File: src/sv/csba_pkg.sv
// ----------------------------------------------------------------------------
// csba_pkg
// Shared types and constants of the contiguous slot bitmap allocator.
// ----------------------------------------------------------------------------
package csba_pkg;

  localparam int CAPACITY = 1024;
  localparam int WORD_W   = 32;
  localparam int WORDS    = CAPACITY / WORD_W;
  localparam int WADDR_W  = $clog2(WORDS);
  localparam int BIT_W    = $clog2(WORD_W);
  localparam int IDX_W    = 10;
  localparam int CNT_W    = 11;

  localparam logic [CNT_W-1:0] CAP_SLOTS = 11'd1024;
  localparam logic [CNT_W:0]   CAP_WIDE  = 12'd1024;

  localparam logic CMD_ALLOC   = 1'b0;
  localparam logic CMD_RELEASE = 1'b1;

  localparam logic REG_INITIAL_SIZE = 1'b0;
  localparam logic REG_RESERVE_ZERO = 1'b1;

  typedef enum logic [1:0] {
    ST_OK         = 2'd0,
    ST_NOSPACE    = 2'd1,
    ST_FREED_FREE = 2'd2,
    ST_RANGE      = 2'd3
  } status_t;

  typedef enum logic [2:0] {
    S_IDLE,
    S_SCAN,
    S_GROW,
    S_MARK,
    S_FREE
  } state_t;

  typedef struct packed {
    logic             command;
    logic [IDX_W-1:0] first_slot;
    logic [CNT_W-1:0] count;
  } request_t;

  typedef struct packed {
    logic [IDX_W-1:0] result_index;
    status_t          status;
    logic [CNT_W-1:0] used_total;
    logic [CNT_W-1:0] active_slots;
  } result_t;

  typedef struct packed {
    logic             hit;
    logic [IDX_W-1:0] end_pos;
    logic [CNT_W-1:0] run_out;
  } scan_t;

endpackage

File: src/sv/csba_ram.sv
// ----------------------------------------------------------------------------
// csba_ram
// Generic simple dual-port RAM: one write port, one read port, registered read.
// ----------------------------------------------------------------------------
module csba_ram #(
  parameter int WIDTH = 32,
  parameter int DEPTH = 32
) (
  input  logic                     clk,
  input  logic                     we,
  input  logic [$clog2(DEPTH)-1:0] waddr,
  input  logic [WIDTH-1:0]         wdata,
  input  logic [$clog2(DEPTH)-1:0] raddr,
  output logic [WIDTH-1:0]         rdata
);

  logic [WIDTH-1:0] mem [DEPTH];

  always_ff @(posedge clk) begin
    if (we) begin
      mem[waddr] <= wdata;
    end
    rdata <= mem[raddr];
  end

endmodule

File: src/sv/csba_scan.sv
// ----------------------------------------------------------------------------
// csba_scan
// Evaluates one map word of a free-run search: finds the first slot at which
// the run of free slots reaches the requested count, and the run carried out.
// ----------------------------------------------------------------------------
module csba_scan (
  input  logic [csba_pkg::WORD_W-1:0]  word,
  input  logic [csba_pkg::WADDR_W-1:0] word_idx,
  input  logic [csba_pkg::CNT_W-1:0]   hint,
  input  logic [csba_pkg::CNT_W-1:0]   active,
  input  logic [csba_pkg::CNT_W-1:0]   run_in,
  input  logic [csba_pkg::CNT_W-1:0]   count,
  output csba_pkg::scan_t              res
);

  localparam int WW = csba_pkg::WORD_W;
  localparam int BW = csba_pkg::BIT_W;
  localparam int CW = csba_pkg::CNT_W;

  logic [WW-1:0] blocked;
  logic [WW-1:0] hits;
  logic [BW:0]   last_blk [BW+1][WW];
  logic [CW:0]   run [WW];
  logic [CW-1:0] pos [WW];
  logic [BW-1:0] first;

  always_comb begin
    for (int j = 0; j < WW; j++) begin
      pos[j]     = {1'b0, word_idx, j[BW-1:0]};
      blocked[j] = word[j] | (pos[j] < hint) | (pos[j] >= active);
      last_blk[0][j] = {blocked[j], j[BW-1:0]};
    end
    // prefix search for the nearest blocking slot at or below each bit
    for (int s = 0; s < BW; s++) begin
      for (int j = 0; j < WW; j++) begin
        if (!last_blk[s][j][BW] && j >= (1 << s)) begin
          last_blk[s+1][j] = last_blk[s][j - (1 << s)];
        end else begin
          last_blk[s+1][j] = last_blk[s][j];
        end
      end
    end
    for (int j = 0; j < WW; j++) begin
      if (last_blk[BW][j][BW]) begin
        run[j] = {{(CW+1-BW){1'b0}}, j[BW-1:0]}
               - {{(CW+1-BW){1'b0}}, last_blk[BW][j][BW-1:0]};
      end else begin
        run[j] = {1'b0, run_in} + {{(CW+1-BW){1'b0}}, j[BW-1:0]} + 1'b1;
      end
      hits[j] = (run[j] >= {1'b0, count}) && (pos[j] < active);
    end
    first = '0;
    for (int j = WW - 1; j >= 0; j--) begin
      if (hits[j]) begin
        first = j[BW-1:0];
      end
    end
    res.hit     = |hits;
    res.end_pos = {word_idx, first};
    res.run_out = run[WW-1][CW-1:0];
  end

endmodule

File: src/sv/contiguous_slot_bitmap_allocator_top.sv
// ----------------------------------------------------------------------------
// contiguous_slot_bitmap_allocator_top
// Next-fit allocator of contiguous slot runs over a used-bit map held in a
// 32-word RAM, with power-of-two growth of the active size and run release.
// ----------------------------------------------------------------------------
// Flow after acceptance: allocate scans map words from the hint when the hint lies
// below the active size, takes a growth step when no run is found that way, then
// marks the words of the run and returns the result; release clears the words it
// touches; a zero count or an out-of-range release returns its result from idle.
// One beat at a time, one map word per cycle; busy drops as done pulses.
// Reset or any register write restores the reset map at once through per-word valid bits.
module contiguous_slot_bitmap_allocator_top (
  input  logic               clk,
  input  logic               rst,
  input  logic               start,
  output logic               busy,
  input  csba_pkg::request_t request,
  output logic               done,
  output csba_pkg::result_t  result,
  input  logic               psel,
  input  logic               penable,
  input  logic               pwrite,
  input  logic [2:0]         paddr,
  input  logic [31:0]        pwdata,
  output logic [31:0]        prdata,
  output logic               pready
);

  localparam int WW  = csba_pkg::WORD_W;
  localparam int AW  = csba_pkg::WADDR_W;
  localparam int BW  = csba_pkg::BIT_W;
  localparam int CW  = csba_pkg::CNT_W;
  localparam int IW  = csba_pkg::IDX_W;
  localparam int NW  = csba_pkg::WORDS;

  function automatic logic [CW:0] pow2_ceil(input logic [CW:0] x);
    logic [CW:0] y;
    y = x - 1'b1;
    y = y | (y >> 1);
    y = y | (y >> 2);
    y = y | (y >> 4);
    y = y | (y >> 8);
    return y + 1'b1;
  endfunction

  function automatic logic [CW-1:0] clamp_size(input logic [CW-1:0] v);
    if (v == '0) begin
      return {{(CW-1){1'b0}}, 1'b1};
    end else if (v > csba_pkg::CAP_SLOTS) begin
      return csba_pkg::CAP_SLOTS;
    end
    return v;
  endfunction

  csba_pkg::state_t state, state_next;

  logic [AW-1:0]    cur, cur_next;
  logic             pend, pend_next;
  logic [CW-1:0]    run, run_next;
  logic [CW-1:0]    count_q, count_q_next;
  logic [CW-1:0]    span_lo, span_lo_next;
  logic [CW-1:0]    span_hi, span_hi_next;
  logic [CW-1:0]    active, active_next;
  logic [CW-1:0]    hint, hint_next;
  logic [CW-1:0]    used, used_next;
  logic [CW-1:0]    cfg_size, cfg_size_next;
  logic             cfg_reserve, cfg_reserve_next;
  logic [NW-1:0]    row_valid, row_valid_next;
  logic             rd_valid, rd_row0;
  csba_pkg::result_t result_next;
  logic             done_next;

  logic             ram_we;
  logic [AW-1:0]    ram_waddr, ram_raddr;
  logic [WW-1:0]    ram_wdata, ram_rdata;

  logic [WW-1:0]    data_eff;
  csba_pkg::scan_t  scan;
  logic             accept, cfg_wr;
  logic [CW:0]      rel_end, grow_sum, add_sum;
  logic             nospace;
  logic [CW:0]      grown;
  logic [AW:0]      cur_inc;
  logic [CW-1:0]    next_base, hi_m1, run_start;
  logic             last_word;
  logic [WW-1:0]    span_mask, bad, below_bad;

  assign busy   = (state != csba_pkg::S_IDLE);
  assign accept = start && !busy;
  assign cfg_wr = psel && penable && pwrite;
  assign pready = 1'b1;
  assign prdata = (paddr[2] == csba_pkg::REG_RESERVE_ZERO)
                ? {31'd0, cfg_reserve} : {{(32-CW){1'b0}}, cfg_size};

  csba_ram #(.WIDTH(WW), .DEPTH(NW)) u_map (
    .clk   (clk),
    .we    (ram_we),
    .waddr (ram_waddr),
    .wdata (ram_wdata),
    .raddr (ram_raddr),
    .rdata (ram_rdata)
  );

  // a word never written since restart reads as the reset map
  assign data_eff = rd_valid ? ram_rdata
                  : {{(WW-1){1'b0}}, rd_row0 & cfg_reserve};

  csba_scan u_scan (
    .word     (data_eff),
    .word_idx (cur),
    .hint     (hint),
    .active   (active),
    .run_in   (run),
    .count    (count_q),
    .res      (scan)
  );

  always_comb begin
    rel_end   = {2'b0, request.first_slot} + {1'b0, request.count};
    grow_sum  = {1'b0, active} + {1'b0, count_q};
    nospace   = grow_sum > csba_pkg::CAP_WIDE;
    grown     = pow2_ceil(grow_sum);
    add_sum   = {1'b0, used} + {1'b0, count_q};
    cur_inc   = {1'b0, cur} + 1'b1;
    next_base = {cur_inc, {BW{1'b0}}};
    hi_m1     = span_hi - 1'b1;
    last_word = (cur == hi_m1[IW-1:BW]);
    run_start = {1'b0, scan.end_pos} + 1'b1 - count_q;
    for (int j = 0; j < WW; j++) begin
      span_mask[j] = ({1'b0, cur, j[BW-1:0]} >= span_lo)
                  && ({1'b0, cur, j[BW-1:0]} < span_hi);
    end
    bad       = ~data_eff & span_mask;
    below_bad = (bad - 1'b1) & ~bad;
  end

  // next state
  always_comb begin
    state_next = state;
    unique case (state)
      csba_pkg::S_IDLE: begin
        if (accept && request.count != '0) begin
          if (request.command == csba_pkg::CMD_ALLOC) begin
            state_next = (hint >= active) ? csba_pkg::S_GROW : csba_pkg::S_SCAN;
          end else if (rel_end <= {1'b0, active}) begin
            state_next = csba_pkg::S_FREE;
          end
        end
      end
      csba_pkg::S_SCAN: begin
        if (pend) begin
          if (scan.hit) begin
            state_next = csba_pkg::S_MARK;
          end else if (next_base >= active) begin
            state_next = csba_pkg::S_GROW;
          end
        end
      end
      csba_pkg::S_GROW: begin
        state_next = nospace ? csba_pkg::S_IDLE : csba_pkg::S_MARK;
      end
      csba_pkg::S_MARK: begin
        if (pend && last_word) begin
          state_next = csba_pkg::S_IDLE;
        end
      end
      csba_pkg::S_FREE: begin
        if (pend && (bad != '0 || last_word)) begin
          state_next = csba_pkg::S_IDLE;
        end
      end
      default: state_next = csba_pkg::S_IDLE;
    endcase
  end

  // datapath and map access
  always_comb begin
    cur_next         = cur;
    pend_next        = pend;
    run_next         = run;
    count_q_next     = count_q;
    span_lo_next     = span_lo;
    span_hi_next     = span_hi;
    active_next      = active;
    hint_next        = hint;
    used_next        = used;
    cfg_size_next    = cfg_size;
    cfg_reserve_next = cfg_reserve;
    row_valid_next   = row_valid;
    result_next      = result;
    done_next        = 1'b0;
    ram_we           = 1'b0;
    ram_waddr        = cur;
    ram_wdata        = data_eff;
    ram_raddr        = pend ? cur_inc[AW-1:0] : cur;

    unique case (state)
      csba_pkg::S_IDLE: begin
        if (accept) begin
          count_q_next = request.count;
          pend_next    = 1'b0;
          run_next     = '0;
          if (request.count == '0) begin
            result_next = '{result_index: '0, status: csba_pkg::ST_OK,
                            used_total: used, active_slots: active};
            done_next   = 1'b1;
          end else if (request.command == csba_pkg::CMD_ALLOC) begin
            cur_next = hint[IW-1:BW];
          end else if (rel_end > {1'b0, active}) begin
            result_next = '{result_index: '0, status: csba_pkg::ST_RANGE,
                            used_total: used, active_slots: active};
            done_next   = 1'b1;
          end else begin
            span_lo_next = {1'b0, request.first_slot};
            span_hi_next = rel_end[CW-1:0];
            cur_next     = request.first_slot[IW-1:BW];
          end
        end
      end
      csba_pkg::S_SCAN: begin
        if (!pend) begin
          pend_next = 1'b1;
        end else if (scan.hit) begin
          span_lo_next = run_start;
          span_hi_next = {1'b0, scan.end_pos} + 1'b1;
          cur_next     = run_start[IW-1:BW];
          pend_next    = 1'b0;
        end else begin
          cur_next = cur_inc[AW-1:0];
          run_next = scan.run_out;
        end
      end
      csba_pkg::S_GROW: begin
        if (nospace) begin
          result_next = '{result_index: '0, status: csba_pkg::ST_NOSPACE,
                          used_total: used, active_slots: active};
          done_next   = 1'b1;
        end else begin
          span_lo_next = active;
          span_hi_next = grow_sum[CW-1:0];
          active_next  = grown[CW-1:0];
          cur_next     = active[IW-1:BW];
          pend_next    = 1'b0;
        end
      end
      csba_pkg::S_MARK: begin
        if (!pend) begin
          pend_next = 1'b1;
        end else begin
          ram_we              = 1'b1;
          ram_wdata           = data_eff | span_mask;
          row_valid_next[cur] = 1'b1;
          cur_next            = cur_inc[AW-1:0];
          if (last_word) begin
            used_next   = (add_sum > csba_pkg::CAP_WIDE) ? csba_pkg::CAP_SLOTS
                                                         : add_sum[CW-1:0];
            hint_next   = span_hi;
            result_next = '{result_index: span_lo[IW-1:0],
                            status: csba_pkg::ST_OK,
                            used_total: used_next, active_slots: active};
            done_next   = 1'b1;
          end
        end
      end
      csba_pkg::S_FREE: begin
        if (!pend) begin
          pend_next = 1'b1;
        end else begin
          ram_we              = 1'b1;
          row_valid_next[cur] = 1'b1;
          cur_next            = cur_inc[AW-1:0];
          if (bad != '0) begin
            // clear up to the first slot that is already free, then stop
            ram_wdata   = data_eff & ~(span_mask & below_bad);
            result_next = '{result_index: '0, status: csba_pkg::ST_FREED_FREE,
                            used_total: used, active_slots: active};
            done_next   = 1'b1;
          end else begin
            ram_wdata = data_eff & ~span_mask;
            if (last_word) begin
              used_next   = (used > count_q) ? used - count_q : '0;
              hint_next   = (hint > span_lo) ? span_lo : hint;
              result_next = '{result_index: '0, status: csba_pkg::ST_OK,
                              used_total: used_next, active_slots: active};
              done_next   = 1'b1;
            end
          end
        end
      end
      default: ;
    endcase

    // register write: store and restart from the reset map
    if (cfg_wr) begin
      if (paddr[2] == csba_pkg::REG_INITIAL_SIZE) begin
        cfg_size_next = pwdata[CW-1:0];
      end else begin
        cfg_reserve_next = pwdata[0];
      end
      row_valid_next = '0;
      active_next    = (paddr[2] == csba_pkg::REG_INITIAL_SIZE)
                     ? clamp_size(pwdata[CW-1:0]) : clamp_size(cfg_size);
      hint_next      = '0;
      used_next      = '0;
    end
  end

  always_ff @(posedge clk) begin
    if (rst) begin
      state       <= csba_pkg::S_IDLE;
      pend        <= 1'b0;
      row_valid   <= '0;
      active      <= csba_pkg::CAP_SLOTS;
      hint        <= '0;
      used        <= '0;
      cfg_size    <= csba_pkg::CAP_SLOTS;
      cfg_reserve <= 1'b0;
      done        <= 1'b0;
    end else begin
      state       <= state_next;
      pend        <= pend_next;
      row_valid   <= row_valid_next;
      active      <= active_next;
      hint        <= hint_next;
      used        <= used_next;
      cfg_size    <= cfg_size_next;
      cfg_reserve <= cfg_reserve_next;
      done        <= done_next;
    end
  end

  always_ff @(posedge clk) begin
    cur      <= cur_next;
    run      <= run_next;
    count_q  <= count_q_next;
    span_lo  <= span_lo_next;
    span_hi  <= span_hi_next;
    result   <= result_next;
    rd_valid <= row_valid[ram_raddr];
    rd_row0  <= (ram_raddr == '0);
  end

endmodule

File: config.mk
export PLATFORM = sky130hd
export DESIGN_NAME = contiguous_slot_bitmap_allocator_top
export DESIGN_NICKNAME = d
export VERILOG_FILES = /design/src/sv/csba_pkg.sv /design/src/sv/csba_ram.sv /design/src/sv/csba_scan.sv /design/src/sv/contiguous_slot_bitmap_allocator_top.sv
export SDC_FILE = /design/constraint.sdc
export NUM_CORES = 2
export LEC_CHECK = 0
export BUFFER_PORTS_ARGS = -buffer_cell sky130_fd_sc_hd__buf_2
export CORE_ASPECT_RATIO = 2
export CORE_MARGIN = 2
export CORE_UTILIZATION = 58
export CTS_BUF_LIST = sky130_fd_sc_hd__clkbuf_4 sky130_fd_sc_hd__clkbuf_8 sky130_fd_sc_hd__clkbuf_16
export DETAILED_ROUTE_END_ITERATION = 10
export PLACE_DENSITY = 0.88
export SYNTH_ARGS = -nofsm -noshare
export SYNTH_HDL_FRONTEND = slang
export SYNTH_SLANG_ARGS = --single-unit
File: constraint.sdc
create_clock -name clk -period 10.6 [get_ports clk]
set_input_delay 2.12 -clock clk [delete_from_list [all_inputs] [get_ports clk]]
set_output_delay 2.12 -clock clk [all_outputs]
set_load 0.1 [all_outputs]
==> results_dict.tcl, run 1 <==
set metrics [dict create \
    outcome "aborted with a tool error" \
    stop_stage "5_1_grt" \
    error "[ERROR GRT-0116] Global routing finished with congestion. Check the congestion regions in the DRC Viewer." \
    synth_area_um2 71990 \
    die_h_um 502.2 \
    synth_seq_area_share_pct 49.40 \
    synth_enable_flop_cells 1107 \
    synthCells 6316 \
    track_usage_pct 62.73 \
    avgSynthCellArea_um2 11.40 \
    hpwl_mm 240.0 \
    io_buffers 86 \
    grt_pass1_vias 70250 \
    cts_root_buffer "clkbuf_16" \
    async_flop_share_pct 0 \
    io_pins 132 \
    grt_max_degree 131 \
    ys_ff_latch 1223 \
    grt_pass1_wl_mm 550.6 \
    htreeDepth 3 \
    dp_slack_ns -0.03640 \
    cts_made_buffers 97 \
    die_w_um 253.1 \
    synth_ff_type "edfxtp_1" \
    cts_sinks 1223 \
    grt_overflow_total 11 \
    yosysWarnings 0 \
    initial_core_util_pct 58.55 \
    globalplace.congestion 1.230 \
    clock_path_buffers 3 \
    row_count 182 \
    yosysUniqueCellTypes 125 \
    placed_cell_area_um2 79130 \
]
-- metrics by stage --
stage / utilization, % / instances
after floorplan: - / 6336
after global placement: 64.35 / 8360
after detailed placement: 64.35 / 8360
after CTS: 67.18 / 8544
-- kinds of logic after synthesis --
group | count (synthesis) | synth area share (%)
flops | 1223 | 49.40
fa+ha+maj | 528 | 9.229
other cells | 2 | 0.01043
compound gates | 1302 | 12.02
mux | 298 | 8.742
buf+inv | 491 | 2.775
simple gates | 2169 | 14.13
xor+xnor | 303 | 3.697
-- synthesized netlist by cell type (all sizes together), types with 56 or more instances --
cell type     n  share of area [%]
edfxtp     1107                 46
nand2       696                3.6
nor2        637                3.3
ha          523                9.1
a21oi       322                2.2
nand3       296                2.1
o21ai       294                2.0
mux4        264                8.3
clkbuf      220                1.1
xnor2       193                2.4
inv         146               0.76
buf         122               0.85
dfxtp       116                3.2
a21o        110                1.1
xor2        110                1.3
nor3         87               0.67
nand2b       76               0.66
a211oi       60               0.63
nor2b        56               0.49
-- metal layers --
layer  GRT overflow  track usage [%]
met1              0            59.76
met2              5            87.52
met5              0            16.48
met4              6            69.06
met3              0            36.11
-- repair_timing --
action | in CTS
pin swaps | 2
hold buffers | 0
resized for setup | 11
setup buffers | 1
endpoints found under the setup margin | 3
==> run 2, diff against run 1 <==
CORE_ASPECT_RATIO = unset   (was 2)
CORE_UTILIZATION = 40   (was 58)
CTS_BUF_LIST = unset   (was sky130_fd_sc_hd__clkbuf_4 sky130_fd_sc_hd__clkbuf_8 sky130_fd_sc_hd__clkbuf_16)
PLACE_DENSITY = unset   (was 0.88)
PLACE_DENSITY_LB_ADDON = 0.15   (was unset)
clock period = 13.78 ns   (was 10.6 ns; I/O delays follow)
==> run 2 against run 1 <==
Against the previous run: the flow now finishes without violations; area after synthesis did not move; synthesized cell count unchanged.
==> results_dict.tcl, run 2 <==
set metrics [dict create \
    yosysWarnings 0 \
    largest_register_ffs 1024 \
    total_leakage_power_nw 29.37 \
    vdd_drop_max_mv 0.2478 \
    synthTopCellsByCount "edfxtp_1, nand2_1, nor2_1" \
    ctsHoldBuffers 0 \
    synth_area_um2 71990 \
    fin_crit_ns 12.49 \
    drt_first_pass_iters 6 \
    clock_skew_ns 0.07717 \
    grt_util_met3_pct 4.182 \
    netlist.area_leader.share_pct 46.17 \
    synth_seq_area_share_pct 49.40 \
    remaining_drc_errors 0 \
    synth_enable_flop_cells 1107 \
    vias 54320 \
    clock_path_buffers 3 \
    track_usage_pct 28.79 \
    syn2layout_area_growth_pct 11.72 \
    cts_tree "done" \
    drt_iter0_markers 5779 \
    via_per_inst 6.109 \
    post-route-period-util_pct 90.66 \
    routedWlPerCell_um 30.27 \
    io_buffers 86 \
    clk_pin_slew_ns 0.06 \
    post_cts_resized 0 \
    initial_core_util_pct 40.31 \
    cts_sinks 1223 \
    hpwl_mm 181.6 \
    rsz0062_at_grt "no" \
    htreeDepth 4 \
    outcome "finished, final reports clean" \
    avgSynthCellArea_um2 11.40 \
    fmax_mhz 80.04 \
    largest_register "u_map.mem" \
    finalSetupViolCount 0 \
    clkLatencyLatePin_ns 0.81 \
    power_density_nw_per_um2 284.3 \
    busiest_layer "met2" \
    num-nets-final 7019 \
    die_w_um 428.2 \
    die_area_um2 183400 \
    worst_pin_slew_ns 1.371 \
    final_common_cell "edfxtp_1" \
    final_area_um2 80430 \
    dp_slack_ns 1.475 \
    critPathKind "flip-flop to flip-flop" \
    hold_violations 0 \
    grt_antenna_before_repair 3 \
    synth_area_leaders "edfxtp_1, ha_1, mux4_2" \
    cp-start-kind "flip-flop" \
    synth_top_area_cell "edfxtp_1" \
    slowest_stage "a31oi_1" \
    crit_required_ns 14.29 \
    drive_gt1_share_pct 14.09 \
    fillCellCount 16560 \
    cts_root_buffer "clkbuf_16" \
    drv_cap 0 \
    grt_pass1_wl_mm 384.4 \
    grt_overflow_total 0 \
    final.setup.tns_ns 0 \
    slew_headroom_pct 8.583 \
    mostFrequentLayoutCells "edfxtp_1, nand2_1, nor2_1" \
    timing.hold.ws_ns 0.4705 \
    synthCells 6316 \
    ys_ff_latch 1223 \
    placed_cell_area_um2 76150 \
    io_pins 132 \
    grt_max_degree 119 \
    globalplace.congestion 1.057 \
    seq_area_um2 35570 \
    die_h_um 428.2 \
    synth.most_common_cell "edfxtp_1" \
    synth_ff_type "edfxtp_1" \
    core_area_um2 178600 \
    async_flop_share_pct 0 \
    wirelength_mm 269.2 \
    report.final.slew_viol_count 0 \
    setup.worst_path.end_class "flip-flop" \
    cts_made_buffers 133 \
    yosysUniqueCellTypes 125 \
    ant_nets 0 \
    row_count 155 \
    crit_path_max_incr_delay_ns 0.61 \
    crit_path_max_fanout 20 \
    grt_use_met2_pct 46.99 \
    hold_path.class "flip-flop to flip-flop" \
    grt.met1_usage_pct 38.25 \
    grt_pass1_vias 52660 \
    cts_setup_buffers 0 \
    top_regs "u_map.mem (1024), result (34)" \
    fin_ws_ns 1.286 \
    multi_input_comb_area_um2 35010 \
    r2r_slack_ns 1.29 \
    arrival_ns 13.00 \
]
==> run 2: cell counts after synthesis <==
Identical to the previous run, type by type.
==> run 2: critical path, delay by kind of cell, from the launching register on <==
family          cells  cell delay (ns)
fa+ha+maj           5             1.48
flops               1             0.49
compound gates     25             5.94
simple gates       14             3.12
xor+xnor            1             0.16
buf+inv             5             1.04
==> run 2: worst paths after layout <==
check / start / to / depth (start not counted)
hold / removal: row_valid[4] / row_valid[4] / 2
hold reg to reg: row_valid[4] / row_valid[4] / 2
setup / recovery: active[8] / span_lo[10] / 50
setup reg to reg: active[8] / span_lo[10] / 50
==> run 2: kinds of logic (layout without fill, tap and decap cells) <==
kind of cell,after synthesis,after routing,synth area share (%)
multiplexers,298,298,8.742
adder cells (fa/ha/maj),528,528,9.229
AND/OR/NAND/NOR,2169,2169,14.13
flip-flops,1223,1223,49.40
other,2,23,0.01043
AO/OA/AOI/OAI,1302,1302,12.02
XOR/XNOR,303,303,3.697
buffers and inverters,491,691,2.775
==> run 2: through the flow <==
stage / power (mW) / instances / util, %
after CTS: 22.77 / 8891 / 45.03
after floorplan: 14.43 / 6336 / -
after global routing: 24.28 / 8891 / 45.03
after global placement: 19.13 / 8648 / 42.63
final: 22.86 / 8892 / 45.03
after detailed placement: 19.19 / 8648 / 42.63
==> run 2: cell type report <==
| type | count | area share (%) |
|---|---|---|
| Antenna cell | 1 | 0.003111 |
| Clock buffer | 193 | 4.707 |
| Clock inverter | 50 | 0.6067 |
| Inverter | 149 | 0.6985 |
| Multi-Input combinational cell | 4622 | 43.53 |
| Sequential cell | 1223 | 44.22 |
| Tap cell | 2355 | 3.664 |
| Timing Repair Buffer | 299 | 2.570 |
==> run 2: per-layer routing <==
| metal | share of wire (%) | vias to the layer above |
|---|---|---|
| li1 | - | 24150 |
| met1 | 42 | 27540 |
| met2 | 47 | 2110 |
| met3 | 6.4 | 517 |
| met4 | 4.8 | 4 |
| met5 | 0.0097 | - |
==> run 2: power breakdown <==
| part | total (mW) | switching (mW) | internal [mW] |
|---|---|---|---|
| registers | 4.79 | 0.270 | 4.52 |
| clock network | 3.51 | 1.52 | 1.99 |
| logic | 14.6 | 9.29 | 5.27 |
| total | 22.9 | 11.1 | 11.8 |
(Power assumes the default switching activity.)
